## config.mk

```make
export PLATFORM = sky130hd
export DESIGN_NAME = caps_ram
export DESIGN_NICKNAME = d
export VERILOG_FILES = /design/src/hdl/caps_ram.sv
export SDC_FILE = /design/constraint.sdc
export NUM_CORES = 2
export LEC_CHECK = 0
export BUFFER_PORTS_ARGS = -buffer_cell sky130_fd_sc_hd__clkbuf_2
export CORE_MARGIN = 2
export CORE_UTILIZATION = 60
export DETAILED_ROUTE_END_ITERATION = 6
export PLACE_DENSITY_LB_ADDON = 0.1
export SLEW_MARGIN = 20
export SYNTH_ARGS = -nofsm -noshare
export SYNTH_HDL_FRONTEND = slang
export SYNTH_SLANG_ARGS = --single-unit
```

## constraint.sdc

```tcl
create_clock -name clk -period 5.1 [get_ports clk]
set_clock_uncertainty 0.2 [all_clocks]
set_input_delay 1.02 -clock clk [delete_from_list [all_inputs] [get_ports clk]]
set_output_delay 1.02 -clock clk [all_outputs]
set_load 0.005 [all_outputs]
```

## src/hdl/caps_ram.sv

```systemverilog
// Generic simple dual-port RAM: one write port, one registered read port.
// No dependencies.
module caps_ram #(
  parameter int WIDTH = 32,
  parameter int DEPTH = 64
) (
  input  logic                     clk,
  input  logic                     we,
  input  logic [$clog2(DEPTH)-1:0] waddr,
  input  logic [WIDTH-1:0]         wdata,
  input  logic [$clog2(DEPTH)-1:0] raddr,
  output logic [WIDTH-1:0]         rdata
);
  logic [WIDTH-1:0] mem [DEPTH];

  always_ff @(posedge clk) begin
    if (we) begin
      mem[waddr] <= wdata;
    end
    rdata <= mem[raddr];
  end
endmodule

```

==> impl_metrics.tcl <==
set metrics [dict create \
    antenna_found_initial 15 \
    synth_cell_types 34 \
    synth_seq_cells 2080 \
    drv_cap 0 \
    syn_area_um2 78500 \
    dp_hpwl_mm 115 \
    cp_max_fo 38 \
    synth.net_count 3370 \
    setup_viol_count_final 0 \
    htreeDepth 4 \
    path_clk_slew_ns 0.06 \
    cts_resized 0 \
    cts_max_path_buffers 3 \
    synthCells 3324 \
    place.port_buffers 77 \
    synth_fa_ha_area_share_pct 0 \
    antenna_left 0 \
    floorplan.initialDensity_pct 60.6 \
    outcome "complete, no violations" \
    grt_overflow 0 \
    fin_crit_sh_pct 72.6 \
    grt_pass1_wl_mm 282 \
    drcViolationCount 0 \
    synthSimpleGateAreaFrac_pct 1.27 \
    vias 37619 \
    synth_compound_area_share_pct 1.67 \
    core_area_um2 130000 \
    path_cells "buf_8, buf_12, buf_4, mux4_2, mux4_2, o22ai_1, nor2_1" \
    dieWidth_um 366 \
    hold_violations 0 \
    end_kind "flip-flop" \
    stdcell_count 5513 \
    crit_top_cell "mux4_2" \
    worst_slew_pin_slew_ns 1.13 \
    drive_gt1_share_pct 30.8 \
    period_needed_ns 3.70 \
    area_growth_syn_to_layout_pct 13.1 \
    final_max_slew_viol_count 0 \
    muxShareOfSynthArea_pct 16.8 \
    p_total_w 0.0353 \
    row_count 132 \
    ys_seq_area_share_pct 79.1 \
    die-area_um2 134000 \
    fmax_mhz 270 \
    crit_required_ns 5.57 \
    routed_wirelength_mm 198 \
    ctsHoldBuffers 0 \
    power_leakage_nw 27.8 \
    synth_xor_area_share_pct 0 \
    dpl_worst_slack_ns 0.651 \
    final_util_pct 68.5 \
    cts.sink_count 2080 \
    cts_setup_buffers 0 \
    synth_warnings 0 \
    slowest_delay_ns 0.73 \
    p_per_area_nw_per_um2 397 \
    gp_congestion 0.847 \
    grt_max_degree 80 \
    cts_tree "built" \
    numCtsBuffers 197 \
    wl_per_cell_um 35.9 \
    path_buf_inv 3 \
    crit_arrival_ns 4.17 \
    clk_latency_ns 0.83 \
    grt_usage_pct 30.2 \
    start_kind "input pin" \
    clockRootBuffer "clkbuf_16" \
    dieHeight_um 366 \
    worst_slack_ns 1.40 \
    slowest_stage "o22ai_1" \
    grt_pass1_vias 37980 \
    io_pins 78 \
    tns_ns 0 \
    syn_area_per_cell_um2 23.6 \
    drt-initial-drc-count 5796 \
    cp_top_family "buffers and inverters" \
    ir_drop_uv 405 \
    path_class "in2reg" \
    rsz0062_at_grt "no" \
    placed_cells_incl_taps 5148 \
    worst_hold_path_type "in2reg" \
    synth_top_family_by_area "multiplexers" \
    first_pass_iters 6 \
    nNetsFinal 3651 \
    route.detailed.vias_per_inst 6.82 \
    maxSlewHeadroom_pct 24.2 \
]
[layer usage]
metal	GRT usage (%)	up-vias	share of wire (%)	wire length, um
li1	-	14854	-	-
met1	44.2	20045	38	75300
met2	45.5	2342	47	92500
met3	7.51	362	12	23700
met4	10.0	16	3.2	6420
met5	0	-	0.051	101
[area by class of cell]
cell class | instances | area [um2]
clock buffer | 245 | 5270
tap | 1742 | 2180
clock inverter | 115 | 1120
multi-input combinational | 1062 | 16000
timing repair buffer | 264 | 2100
sequential | 2080 | 62100
fill | 7797 | 40900
antenna | 5 | 12.5
[cell families (layout without fill, tap and decap cells)]
logic type	after synthesis	count (layout)
other cells	0	5
flops	2080	2080
mux	637	637
simple gates	223	223
buf+inv	182	624
compound gates	202	202
[path summary, 6_finish.rpt]
kind / start / to / slack (ns) / cells past startpoint
max: raddr[0] / rdata[30] / 1.40 / 7
max reg2reg: mem[15][30] / rdata[30] / 2.47 / 4
min: wdata[1] / mem[3][1] / 0.45 / 1
min reg2reg: mem[28][17] / rdata[17] / 0.54 / 4
[worst register-to-register path, delay by kind of cell (launching register included)]
family,cells,cell delay (ns)
AND/OR/NAND/NOR,1,0.12
flip-flops,1,0.38
AO/OA/AOI/OAI,1,0.75
multiplexers,2,1.02
[synth_stat cells]
cell type / number / area, um2
and2_1: 2 / 12.5
nand3b_1: 5 / 37.5
o22ai_1: 84 / 526
or2_1: 1 / 6.26
or3_1: 3 / 18.8
nand4_1: 2 / 12.5
nor2b_1: 15 / 93.8
or2_2: 1 / 6.26
nand4b_1: 1 / 8.76
dfxtp_1: 32 / 641
a31oi_1: 1 / 6.26
o221ai_1: 27 / 236
buf_1: 21 / 78.8
or3b_2: 3 / 26.3
o32ai_1: 4 / 35.0
buf_6: 5 / 56.3
mux2i_1: 93 / 931
nor2_1: 137 / 514
mux4_2: 544 / 12300
buf_4: 25 / 188
nor3_1: 7 / 35.0
edfxtp_1: 2048 / 61500
or2_0: 1 / 6.26
nand2_1: 26 / 97.6
a311oi_1: 8 / 70.1
and3_1: 4 / 25.0
buf_2: 57 / 285
nand2b_1: 8 / 50.1
nand3_1: 5 / 25.0
clkbuf_1: 74 / 278
a22oi_1: 12 / 90.1
a21oi_1: 62 / 310
a41o_1: 4 / 40.0
or3b_1: 2 / 17.5
[metrics by stage]
step	cell area (um2)	hold WS, ns
detailed placement	82400	0.522
global placement	82400	0.520
finish	88800	0.448
global route	88800	0.444
CTS	88800	0.386
floorplan	78500	0.463
[state kept, by name, indices dropped and copies added (netlist names)]
signal and count:
rdata 32, mem 2048
[cells in the final DEF (no fill, tap or decap), types with 3 or more instances in the layout]
cell	n
a311oi_1	8
nand2_1	26
nand3b_1	5
dfxtp_1	32
clkinv_1	39
clkbuf_2	73
a21oi_1	62
mux4_2	544
nor2_4	62
or3b_2	3
o22ai_1	84
a22oi_1	12
clkbuf_16	201
inv_6	7
nor2_1	75
nand2b_1	8
buf_12	22
diode_2	5
a41o_1	4
and3_1	4
buf_4	166
mux2i_1	93
clkinv_2	34
clkbuf_1	37
buf_8	3
clkinvlp_4	11
nor2b_1	15
nor3_1	5
bufinv_16	20
o32ai_1	4
clkbuf_8	7
o221ai_1	27
or3_1	3
edfxtp_1	2048
nand3_1	5
[where the power goes]
group | switching (W) | internal [W] | leakage (nW)
clock | 0.00613 | 0.00832 | 3.11
sequential | 0.0000990 | 0.0189 | 18.7
combinational | 0.00112 | 0.000657 | 6.03
(Power assumes the default switching activity.)
